**config.mk**
```make
export PLATFORM = sky130hd
export DESIGN_NAME = csv_row_tokenizer_flat
export DESIGN_NICKNAME = d
export VERILOG_FILES = /design/src/rtl/crt_pkg.sv /design/src/rtl/crt_if.sv /design/src/rtl/csv_row_tokenizer.sv /design/src/rtl/crt_step.sv /design/src/flat_wrapper.sv
export SDC_FILE = /design/constraint.sdc
export NUM_CORES = 1
export LEC_CHECK = 0
export BUFFER_PORTS_ARGS = -buffer_cell sky130_fd_sc_hd__buf_4
export CAP_MARGIN = 30
export CORE_UTILIZATION = 29
export DETAILED_ROUTE_END_ITERATION = 8
export PLACE_DENSITY = 0.46
export SLEW_MARGIN = 10
export SYNTH_ARGS = -nofsm -noshare
export SYNTH_HDL_FRONTEND = slang
export SYNTH_HIERARCHICAL = 1
export SYNTH_SLANG_ARGS = --single-unit
```
**constraint.sdc**
```tcl
create_clock -name clk_i -period 3.7 [get_ports clk_i]
set_input_delay 0.185 -clock clk_i [delete_from_list [all_inputs] [get_ports clk_i]]
set_output_delay 0.185 -clock clk_i [all_outputs]
set_load 0.03 [all_outputs]
```
**src/rtl/crt_pkg.sv**
```systemverilog
// Package for the CSV row tokenizer: result kinds, quote modes, register
// indexes, byte codes and the per-row tokenizer state record.
// No dependencies.
`timescale 1ns / 1ps

package crt_pkg;

  // Result kinds.
  typedef enum logic [1:0] {
    KIND_DATA  = 2'd0,
    KIND_FIELD = 2'd1,
    KIND_ROW   = 2'd2,
    KIND_OVFL  = 2'd3
  } crt_kind_e;

  // Quoting modes; the fourth code is never entered.
  typedef enum logic [1:0] {
    QUOTE_NONE   = 2'd0,
    QUOTE_SINGLE = 2'd1,
    QUOTE_DOUBLE = 2'd2
  } crt_quote_e;

  // Configuration register indexes.
  localparam logic [1:0] CFG_DELIMITER = 2'd0;
  localparam logic [1:0] CFG_COLUMNS   = 2'd1;
  localparam logic [1:0] CFG_UTF8      = 2'd2;

  localparam int unsigned CfgDataW = 9;

  // Register reset values.
  localparam logic [7:0] DelimiterReset = 8'd44;
  localparam logic [8:0] ColumnsReset   = 9'd1;

  // Byte codes the tokenizer reacts to.
  localparam logic [7:0] ChLf    = 8'h0A;
  localparam logic [7:0] ChCr    = 8'h0D;
  localparam logic [7:0] ChTab   = 8'h09;
  localparam logic [7:0] ChSpace = 8'h20;
  localparam logic [7:0] ChSq    = 8'h27;
  localparam logic [7:0] ChDq    = 8'h22;
  localparam logic [7:0] ChBsl   = 8'h5C;
  localparam logic [7:0] ChN     = 8'h6E;
  localparam logic [7:0] ChR     = 8'h72;
  localparam logic [7:0] ChT     = 8'h74;

  // Tokenizer state that is cleared at every row end.
  typedef struct packed {
    crt_quote_e  quote_mode;
    logic        escape_pending;
    logic        close_pending;
    logic [1:0]  utf8_left;
    logic        row_has_bytes;
    logic        overflow_seen;
  } crt_state_t;

  localparam crt_state_t StateClear = '{
    quote_mode:     QUOTE_NONE,
    escape_pending: 1'b0,
    close_pending:  1'b0,
    utf8_left:      2'd0,
    row_has_bytes:  1'b0,
    overflow_seen:  1'b0
  };

  // One decoded result of a step.
  typedef struct packed {
    logic        emit;
    crt_kind_e   kind;
    logic [7:0]  out_byte;
  } crt_res_t;

endpackage

```
**src/rtl/crt_if.sv**
```systemverilog
// Handshake channels of the CSV row tokenizer: byte input and token output.
// Each carries valid, ready and the payload. No dependencies.
`timescale 1ns / 1ps

interface crt_in_if;
  logic       valid;
  logic       ready;
  logic [7:0] in_byte;
  logic       end_of_stream;

  modport source (output valid, in_byte, end_of_stream, input ready);
  modport sink   (input valid, in_byte, end_of_stream, output ready);
endinterface

interface crt_out_if;
  logic        valid;
  logic        ready;
  logic [1:0]  kind;
  logic [7:0]  out_byte;
  logic [7:0]  column_index;
  logic [31:0] row_index;

  modport source (output valid, kind, out_byte, column_index, row_index, input ready);
  modport sink   (input valid, kind, out_byte, column_index, row_index, output ready);
endinterface

```
**src/rtl/csv_row_tokenizer.sv**
```systemverilog
// CSV row tokenizer top level: input register, tokenizer step, result
// register and configuration registers. Depends on crt_pkg, crt_if, crt_step.
//
// Channel   Dir  Payload                                   Accepted when
// in_i      in   in_byte[7:0], end_of_stream               valid && ready
// out_o     out  kind[1:0], out_byte[7:0], column_index[7:0],
//                row_index[31:0]                           valid && ready
// cfg       in   cfg_idx_i[1:0], cfg_data_i[8:0]           cfg_we_i
//
// One item per cycle unless the output stalls; an item waits in the input
// register, then its token enters the result register. The state step is
// combinational, so back-to-back bytes see each other's effect with no bubble.
// Reset clears the state, the row counter and all valid flags, and loads
// the register defaults. When the result register is full and not taken,
// the item in the input register waits and input ready follows out ready.
`timescale 1ns / 1ps

module csv_row_tokenizer #(
  parameter int unsigned MAX_COLUMNS = 256
) (
  input  logic                          clk_i,
  input  logic                          rst_ni,
  input  logic                          cfg_we_i,
  input  logic [1:0]                    cfg_idx_i,
  input  logic [crt_pkg::CfgDataW-1:0]  cfg_data_i,
  crt_in_if.sink                        in_i,
  crt_out_if.source                     out_o
);

  localparam int unsigned ColW = (MAX_COLUMNS > 1) ? $clog2(MAX_COLUMNS) : 1;

  // Configuration registers.
  logic [7:0] delimiter_q;
  logic [8:0] columns_q;
  logic       utf8_mode_q;

  always_ff @(posedge clk_i or negedge rst_ni) begin
    if (!rst_ni) begin
      delimiter_q <= crt_pkg::DelimiterReset;
      columns_q   <= crt_pkg::ColumnsReset;
      utf8_mode_q <= 1'b0;
    end else if (cfg_we_i) begin
      unique case (cfg_idx_i)
        crt_pkg::CFG_DELIMITER: delimiter_q <= cfg_data_i[7:0];
        crt_pkg::CFG_COLUMNS:   columns_q   <= cfg_data_i;
        crt_pkg::CFG_UTF8:      utf8_mode_q <= cfg_data_i[0];
        default: ;
      endcase
    end
  end

  // Input register.
  logic       s0_valid_q;
  logic [7:0] s0_byte_q;
  logic       s0_eos_q;
  logic       fire;
  logic       out_valid_q;

  assign fire       = s0_valid_q && (!out_valid_q || out_o.ready);
  assign in_i.ready = !s0_valid_q || fire;

  always_ff @(posedge clk_i or negedge rst_ni) begin
    if (!rst_ni) begin
      s0_valid_q <= 1'b0;
    end else if (in_i.ready) begin
      s0_valid_q <= in_i.valid;
    end
  end

  always_ff @(posedge clk_i) begin
    if (in_i.valid && in_i.ready) begin
      s0_byte_q <= in_i.in_byte;
      s0_eos_q  <= in_i.end_of_stream;
    end
  end

  // Tokenizer state and the step logic.
  crt_pkg::crt_state_t st_q, st_d;
  logic [ColW-1:0]     col_q, col_d;
  logic [31:0]         row_q;
  logic                row_inc;
  crt_pkg::crt_res_t   res;

  crt_step #(
    .MAX_COLUMNS (MAX_COLUMNS),
    .ColW        (ColW)
  ) u_step (
    .st_i        (st_q),
    .col_i       (col_q),
    .delimiter_i (delimiter_q),
    .columns_i   (columns_q),
    .utf8_mode_i (utf8_mode_q),
    .in_byte_i   (s0_byte_q),
    .eos_i       (s0_eos_q),
    .st_o        (st_d),
    .col_o       (col_d),
    .row_inc_o   (row_inc),
    .res_o       (res)
  );

  always_ff @(posedge clk_i or negedge rst_ni) begin
    if (!rst_ni) begin
      st_q  <= crt_pkg::StateClear;
      col_q <= '0;
      row_q <= '0;
    end else if (fire) begin
      st_q  <= st_d;
      col_q <= col_d;
      if (row_inc) row_q <= row_q + 32'd1;
    end
  end

  // Result register.
  crt_pkg::crt_kind_e out_kind_q;
  logic [7:0]         out_byte_q;
  logic [7:0]         out_col_q;
  logic [31:0]        out_row_q;

  always_ff @(posedge clk_i or negedge rst_ni) begin
    if (!rst_ni) begin
      out_valid_q <= 1'b0;
    end else if (fire) begin
      out_valid_q <= res.emit;
    end else if (out_o.ready) begin
      out_valid_q <= 1'b0;
    end
  end

  always_ff @(posedge clk_i) begin
    if (fire && res.emit) begin
      out_kind_q <= res.kind;
      out_byte_q <= res.out_byte;
      out_col_q  <= 8'(col_q);
      out_row_q  <= row_q;
    end
  end

  assign out_o.valid        = out_valid_q;
  assign out_o.kind         = out_kind_q;
  assign out_o.out_byte     = out_byte_q;
  assign out_o.column_index = out_col_q;
  assign out_o.row_index    = out_row_q;

  // A pending quote close only exists inside a quoted span.
  a_close_in_quote: assert property (@(posedge clk_i) disable iff (!rst_ni)
    st_q.close_pending |-> st_q.quote_mode != crt_pkg::QUOTE_NONE)
    else $error("close pending outside quotes");

  // The overflow error is given once per row.
  a_ovfl_once: assert property (@(posedge clk_i) disable iff (!rst_ni)
    (fire && res.emit && res.kind == crt_pkg::KIND_OVFL) |-> !st_q.overflow_seen)
    else $error("second overflow in one row");

  // The row counter advances exactly with an emitted row end.
  a_row_count: assert property (@(posedge clk_i) disable iff (!rst_ni)
    (fire && !(res.emit && res.kind == crt_pkg::KIND_ROW)) |=> row_q == $past(row_q))
    else $error("row counter moved without a row end");

  // A stalled item in the input register is held.
  a_s0_hold: assert property (@(posedge clk_i) disable iff (!rst_ni)
    (s0_valid_q && !fire) |=> (s0_valid_q && $stable(s0_byte_q) && $stable(s0_eos_q)))
    else $error("stalled input item lost");

endmodule

```
**src/rtl/crt_step.sv**
```systemverilog
// Next-state and result logic of the CSV row tokenizer for one item.
// Purely combinational. Depends on crt_pkg.
`timescale 1ns / 1ps

module crt_step #(
  parameter int unsigned MAX_COLUMNS = 256,
  parameter int unsigned ColW = (MAX_COLUMNS > 1) ? $clog2(MAX_COLUMNS) : 1
) (
  input  crt_pkg::crt_state_t st_i,
  input  logic [ColW-1:0]     col_i,
  input  logic [7:0]          delimiter_i,
  input  logic [8:0]          columns_i,
  input  logic                utf8_mode_i,
  input  logic [7:0]          in_byte_i,
  input  logic                eos_i,
  output crt_pkg::crt_state_t st_o,
  output logic [ColW-1:0]     col_o,
  output logic                row_inc_o,
  output crt_pkg::crt_res_t   res_o
);

  localparam int unsigned LimW = $clog2(MAX_COLUMNS + 1);
  localparam int unsigned CmpW = (LimW > 9) ? LimW : 9;
  localparam logic [CmpW-1:0] MaxLimit = CmpW'(MAX_COLUMNS);

  logic [CmpW-1:0]     cols_ext;
  logic [CmpW-1:0]     limit;
  logic [CmpW-1:0]     col_p1;
  crt_pkg::crt_quote_e qm;
  crt_pkg::crt_quote_e qmode;
  logic                esc;
  logic                go;
  logic                is_data;
  logic [7:0]          data_b;
  logic                is_row_end;
  crt_pkg::crt_state_t st_mid;
  logic [ColW-1:0]     col_mid;
  crt_pkg::crt_res_t   res_mid;

  // Column limit clipped to what the column counter can hold.
  assign cols_ext = CmpW'(columns_i);
  assign limit    = (cols_ext > MaxLimit) ? MaxLimit : cols_ext;
  assign col_p1   = CmpW'(col_i) + CmpW'(1);
  assign esc      = st_i.escape_pending;
  assign qmode    = (in_byte_i == crt_pkg::ChSq) ? crt_pkg::QUOTE_SINGLE
                                                 : crt_pkg::QUOTE_DOUBLE;

  // Classify the byte: data, row end, field end, overflow or dropped.
  always_comb begin
    st_mid     = st_i;
    col_mid    = col_i;
    res_mid    = '{emit: 1'b0, kind: crt_pkg::KIND_DATA, out_byte: 8'd0};
    is_data    = 1'b0;
    data_b     = in_byte_i;
    is_row_end = 1'b0;
    qm         = st_i.quote_mode;
    go         = 1'b0;

    if (eos_i) begin
      if (st_i.row_has_bytes || st_i.overflow_seen) begin
        is_row_end = 1'b1;
      end else begin
        st_mid = crt_pkg::StateClear;
        col_mid = '0;
      end
    end else if (st_i.utf8_left != 2'd0) begin
      st_mid.utf8_left = st_i.utf8_left - 2'd1;
      is_data = 1'b1;
    end else if (st_i.close_pending) begin
      st_mid.close_pending = 1'b0;
      if ((st_i.quote_mode == crt_pkg::QUOTE_SINGLE && in_byte_i == crt_pkg::ChSq) ||
          (st_i.quote_mode == crt_pkg::QUOTE_DOUBLE && in_byte_i == crt_pkg::ChDq)) begin
        is_data = 1'b1;
      end else begin
        qm = crt_pkg::QUOTE_NONE;
        go = 1'b1;
      end
    end else begin
      go = 1'b1;
    end

    if (go) begin
      st_mid.quote_mode = qm;
      unique case (in_byte_i)
        crt_pkg::ChLf: begin
          if (qm == crt_pkg::QUOTE_NONE) is_row_end = 1'b1;
          else is_data = 1'b1;
        end
        crt_pkg::ChCr: begin
          if (qm != crt_pkg::QUOTE_NONE) is_data = 1'b1;
        end
        crt_pkg::ChBsl: begin
          if (esc) is_data = 1'b1;
          else st_mid.escape_pending = 1'b1;
        end
        crt_pkg::ChSpace: begin
          if (esc || qm != crt_pkg::QUOTE_NONE) is_data = 1'b1;
        end
        crt_pkg::ChSq, crt_pkg::ChDq: begin
          if (esc || (qm != crt_pkg::QUOTE_NONE && qm != qmode)) begin
            is_data = 1'b1;
          end else if (qm == crt_pkg::QUOTE_NONE) begin
            st_mid.quote_mode = qmode;
          end else begin
            st_mid.close_pending = 1'b1;
          end
        end
        crt_pkg::ChN: begin
          is_data = 1'b1;
          if (esc) data_b = crt_pkg::ChLf;
        end
        crt_pkg::ChR: begin
          is_data = 1'b1;
          if (esc) data_b = crt_pkg::ChCr;
        end
        crt_pkg::ChT: begin
          is_data = 1'b1;
          if (esc) data_b = crt_pkg::ChTab;
        end
        default: begin
          if (utf8_mode_i && in_byte_i[7]) begin
            // Lead byte: two continuation bytes when bit 5 is set, else one.
            st_mid.utf8_left = in_byte_i[5] ? 2'd2 : 2'd1;
            is_data = 1'b1;
          end else if (qm == crt_pkg::QUOTE_NONE && in_byte_i == delimiter_i) begin
            st_mid.escape_pending = 1'b0;
            st_mid.row_has_bytes  = 1'b1;
            if (!st_i.overflow_seen) begin
              res_mid.emit = 1'b1;
              if (col_p1 >= limit) begin
                st_mid.overflow_seen = 1'b1;
                res_mid.kind = crt_pkg::KIND_OVFL;
              end else begin
                res_mid.kind = crt_pkg::KIND_FIELD;
                col_mid = col_i + ColW'(1);
              end
            end
          end else begin
            is_data = 1'b1;
          end
        end
      endcase
    end
  end

  // Apply the data or row-end outcome on top of the classified state.
  always_comb begin
    st_o      = st_mid;
    col_o     = col_mid;
    res_o     = res_mid;
    row_inc_o = 1'b0;
    if (is_row_end) begin
      st_o      = crt_pkg::StateClear;
      col_o     = '0;
      row_inc_o = 1'b1;
      res_o     = '{emit: 1'b1, kind: crt_pkg::KIND_ROW, out_byte: 8'd0};
    end else if (is_data) begin
      st_o.row_has_bytes  = 1'b1;
      st_o.escape_pending = 1'b0;
      res_o = '{emit: !st_i.overflow_seen, kind: crt_pkg::KIND_DATA, out_byte: data_b};
    end
  end

endmodule

```
**src/flat_wrapper.sv**
```systemverilog
// flat-port wrapper written by rule: the top's interface ports become plain ports
module csv_row_tokenizer_flat 
#(
  parameter int unsigned MAX_COLUMNS = 256
)
  (clk_i, rst_ni, cfg_we_i, cfg_idx_i, cfg_data_i, in_i_valid, in_i_in_byte, in_i_end_of_stream, in_i_ready, out_o_valid, out_o_kind, out_o_out_byte, out_o_column_index, out_o_row_index, out_o_ready);
  crt_in_if in_i_i ();
  crt_out_if out_o_i ();
  input  logic clk_i;
  input  logic rst_ni;
  input  logic cfg_we_i;
  input  logic [1:0] cfg_idx_i;
  input  logic [crt_pkg::CfgDataW-1:0] cfg_data_i;
  input wire logic [$bits(in_i_i.valid)-1:0] in_i_valid;
  input wire logic [$bits(in_i_i.in_byte)-1:0] in_i_in_byte;
  input wire logic [$bits(in_i_i.end_of_stream)-1:0] in_i_end_of_stream;
  output wire logic [$bits(in_i_i.ready)-1:0] in_i_ready;
  output wire logic [$bits(out_o_i.valid)-1:0] out_o_valid;
  output wire logic [$bits(out_o_i.kind)-1:0] out_o_kind;
  output wire logic [$bits(out_o_i.out_byte)-1:0] out_o_out_byte;
  output wire logic [$bits(out_o_i.column_index)-1:0] out_o_column_index;
  output wire logic [$bits(out_o_i.row_index)-1:0] out_o_row_index;
  input wire logic [$bits(out_o_i.ready)-1:0] out_o_ready;
  assign in_i_i.valid = in_i_valid;
  assign in_i_i.in_byte = in_i_in_byte;
  assign in_i_i.end_of_stream = in_i_end_of_stream;
  assign in_i_ready = in_i_i.ready;
  assign out_o_valid = out_o_i.valid;
  assign out_o_kind = out_o_i.kind;
  assign out_o_out_byte = out_o_i.out_byte;
  assign out_o_column_index = out_o_i.column_index;
  assign out_o_row_index = out_o_i.row_index;
  assign out_o_i.ready = out_o_ready;
  csv_row_tokenizer #(.MAX_COLUMNS(MAX_COLUMNS)) u_core (.clk_i(clk_i), .rst_ni(rst_ni), .cfg_we_i(cfg_we_i), .cfg_idx_i(cfg_idx_i), .cfg_data_i(cfg_data_i), .in_i(in_i_i), .out_o(out_o_i));
endmodule
```
==> impl_metrics.csv <==
group,metric,value,unit
synthesis,synth-async-reset-ratio,53.5,%
synthesis,ys_seq_area_share,56.9,%
critical_path,reg2reg_depth,9,
detailed_routing,firstDrtPassIters,4,
clock_tree,cts_hold_buf,14,
floorplan,die_area,0.0217,sq mm
pwr,seqPwrFrac,43.1,%
clock_tree,cts_setup_buffers,0,
final_layout,regArea,0.00348,sq mm
pwr,intPower,2.99,mW
timing,period_needed,3.31,ns
synthesis,synthCells,489,
detailed_routing,drt_iter0_drc,231,
floorplan,dieHeight,147,um
clock_tree,cts_resized,0,
grt,overflow,0,
synthesis,syn_area,0.00611,sq mm
clock_tree,numCtsBuffers,17,
timing,finalCritPeriodShare,89.4,%
critical_path,critPathKind,"flip-flop to flip-flop",
clock_tree,clk_pin_slew_worst_paths,0.06,ns
detailed_routing,drc_errors,0,
hold_path,hp-class,"input port to flip-flop",
clock_tree,h-tree-depth,4,
synthesis,synth_edf_count,59,
critical_path,crit_required,4.03,ns
synthesis,netlist_top_cells_area,"edfxtp_1, dfrtp_1, mux2_2",
timing,worst_pin_slew,0.777,ns
synthesis,yosys_warnings,6,
pwr,max-vdd-ir-drop,343,uV
final_layout,area_growth,26.8,%
timing,tns,0,ns
grt,grt_pass1_vias,4129,
synthesis,synthSimpleGateAreaFrac,17.6,%
detailed_routing,viasPerCell,4.82,
critical_path,cp_max_fo,10,
synthesis,netlist-cell-type-count,71,
critical_path,cp-start-kind,"flip-flop",
timing,setup_viol,0,
placement,port_buffers,76,
synthesis,synth_compound_area_share,7.23,%
clock_tree,cts_sinks,127,
pwr,swShare,27.6,%
synthesis,synth_xor_area_share,6.16,%
pwr,power_frac_clock,39.4,%
run_status,status,"complete, no violations",
critical_path,crit_start,"u_core/s0_byte_q[0]$_DFFE_PP_",
placement,hpwl,9.50,mm
timing,fmax,0.302,GHz
final_layout,fillers,2013,
timing,rsz0062_at_grt,"false",
clock_tree,clockBufferDepth,2,
floorplan,start_util,29.9,%
clock_tree,cts-root-buf,"clkbuf_16",
synthesis,yosys.area.top_type,"edfxtp_1",
detailed_routing,via_count,4203,
critical_path,regToRegEndpoint,"u_core/row_q[17]$_DFFE_PN0P_",
synthesis,ys_ff_latch,127,
grt,grt_max_degree,69,
synthesis,avgSynthCellArea,12.5,sq um
timing,hold_violations,0,
grt,grt_antenna_before_repair,0,
critical_path,end_kind,"flip-flop",
pwr,p_per_area,532,mW/mm^2
critical_path,r2r-start,"u_core/s0_byte_q[0]$_DFFE_PP_",
timing,skew,0.00822,ns
synthesis,synthMuxAreaShare,6.98,%
final_layout,multi_input_area,0.00246,sq mm
pwr,p_leak,3.26,nW
clock_tree,cts_tree,"built",
placement,place.gp.congestion,0.784,
final_layout,final_util,37.9,%
floorplan,core-area,0.0204,sq mm
grt,grt_pass1_wl,21.7,mm
timing,slew_headroom,48.1,%
clock_tree,clock_latency,0.41,ns
pwr,p_switching,1.14,mW
detailed_routing,drtAntennaViolNets,0,
final_layout,diodes,0,
final_layout,drive_gt1_share,30.9,%
final_layout,nNetsFinal,625,
grt,grt_usage,12.9,%
synthesis,ys.flop_type,"dfrtp_1",
floorplan,rows,52,
detailed_routing,wl,13.3,mm
synthesis,synth.top_cell.area_share,29.0,%
run,maxCapViolCount,0,
critical_path,rrSetupSlack,0.39,ns
detailed_routing,wl_per_cell,15.3,um
floorplan,die_w,147,um
synthesis,syn_nets,525,
floorplan,pin_count,77,
synthesis,synth_top_family_by_area,"simple AND/OR/NAND/NOR gates",
synthesis,synthAdderAreaFrac,2.25,%
timing,report.final.slew_viol_count,0,
critical_path,crit_path_end,"u_core/row_q[17]$_DFFE_PN0P_",
pwr,comb_power_share,17.5,%
critical_path,critPathArrivalTime,3.64,ns
[worst max-delay path, cell delays in order (launching register included)]
cell and delay [ns]:
edfxtp_1 0.54, or4_1 0.71, nor4_1 0.25, nand4_1 0.12, and2_1 0.28, inv_2 0.12, nand3_1 0.21, nor4_4 0.55
and4_1 0.28, xor2_1 0.15
[power groups by stage]
stage / Sequential, mW / Clock, mW / Combinational (mW)
finish: 1.78 / 1.63 / 0.720
global route: 1.80 / 1.72 / 0.780
CTS: 1.78 / 1.67 / 0.729
detailed placement: 1.81 / 0 / 0.715
global placement: 1.81 / 0 / 0.711
floorplan: 1.93 / 0 / 0.319
[sequential cells by signal, summed over array words and instances, names as in the netlist]
register,cells
u_core/s0_eos_q,1
u_core/out_o.column_index,8
u_core/col_q,8
u_core/st_q,8
u_core/utf8_mode_q,1
u_core/s0_valid_q,1
u_core/row_q,32
u_core/out_o.row_index,32
u_core/out_o.kind,2
u_core/s0_byte_q,8
u_core/out_o.valid,1
u_core/out_o.out_byte,8
u_core/delimiter_q,8
u_core/columns_q,9
[layer usage]
layer / wire length (um) / track usage (%) / vias to the layer above
met5: 0 / 0 / -
met3: 558 / 3.07 / 18
li1: - / - / 2018
met1: 6340 / 16.8 / 2056
met2: 6160 / 20.5 / 111
met4: 242 / 5.26 / 0
[synthesized netlist by cell type, drive strengths merged, types with 3 or more instances]
| master | instances |
|---|---|
| nor3 | 6 |
| nand3b | 4 |
| and2 | 3 |
| nor2 | 28 |
| dfstp | 4 |
| ha | 11 |
| dfrtp | 64 |
| buf | 13 |
| nand4bb | 3 |
| or2 | 5 |
| nor2b | 3 |
| o311ai | 3 |
| nand4 | 15 |
| edfxtp | 59 |
| nor4 | 7 |
| inv | 13 |
| nand2b | 4 |
| o21ai | 8 |
| and3 | 10 |
| xor2 | 14 |
| a41o | 4 |
| nand4b | 3 |
| xnor2 | 29 |
| a21oi | 15 |
| nand3 | 24 |
| nand2 | 37 |
| a211oi | 3 |
| mux2 | 37 |
| a21o | 3 |
| a31oi | 6 |
| clkbuf | 9 |
| or4 | 3 |
| a2111oi | 5 |
| and4 | 6 |
| or3 | 4 |
[cell usage in the layout (no fill, tap or decap), types with 4 or more instances in the layout]
cell type,instances
dfrtp_1,64
clkinv_4,4
xor2_1,14
ha_1,11
edfxtp_1,59
buf_4,87
or2_2,5
a2111oi_0,4
nor3_1,4
o21ai_0,8
a31oi_1,6
nand2b_1,4
inv_1,12
clkbuf_1,4
dlygate4sd3_1,14
nand4_1,13
and3_1,7
nand3_1,22
nor4_1,5
xnor2_1,29
a41o_1,4
nand3b_1,4
a21oi_1,15
nor2_1,27
dfstp_2,4
nand2_1,37
clkbuf_16,17
mux2_2,37
[per-stage QoR]
| step | setup slack [ns] | std cells | hold WS [ns] | power, mW | instance area (sq um) |
|---|---|---|---|---|---|
| 2_1_floorplan | 0.100 | 489 | -0.111 | 2.25 | 6110 |
| 3_3_place_gp | 0.444 | 825 | 0.364 | 2.52 | 7000 |
| 3_5_place_dp | 0.381 | 825 | 0.366 | 2.53 | 7000 |
| 4_1_cts | 0.334 | 871 | 0.000792 | 4.18 | 7720 |
| 5_1_grt | 0.0796 | 872 | 0.00587 | 4.31 | 7750 |
| 6_report | 0.393 | 872 | 0.0209 | 4.13 | 7750 |
[area by class of cell]
type,instances,share of cell area [%]
inverters,14,0.678
clock buffers,23,6.04
flip-flops and latches,127,44.9
multi-input cells,326,31.7
well taps,270,4.36
clock inverters,9,1.45
repair buffers,103,10.9
[cell families after synthesis]
| kind of cell | after synthesis |
|---|---|
| compound gates | 60 |
| xor+xnor | 43 |
| fa+ha+maj | 11 |
| buf+inv | 36 |
| flops | 127 |
| mux | 38 |
| simple gates | 174 |
[worst min-delay path by stage]
stage,startpoint,endpoint,slack (ns),cells past startpoint
after global placement,in_i_in_byte[3],u_core/s0_byte_q[3]$_DFFE_PP_,0.36,1
after floorplan,rst_ni,u_core/col_q[0]$_DFFE_PN0P_,-0.11,0
final,cfg_data_i[4],u_core/columns_q[4]$_DFFE_PN0P_,0.02,2
after detailed placement,in_i_in_byte[0],u_core/s0_byte_q[0]$_DFFE_PP_,0.37,1
after global routing,cfg_data_i[4],u_core/columns_q[4]$_DFFE_PN0P_,0.006,2
after CTS,cfg_data_i[4],u_core/columns_q[4]$_DFFE_PN0P_,0.0008,2
Power figures use the tool's default switching activity.
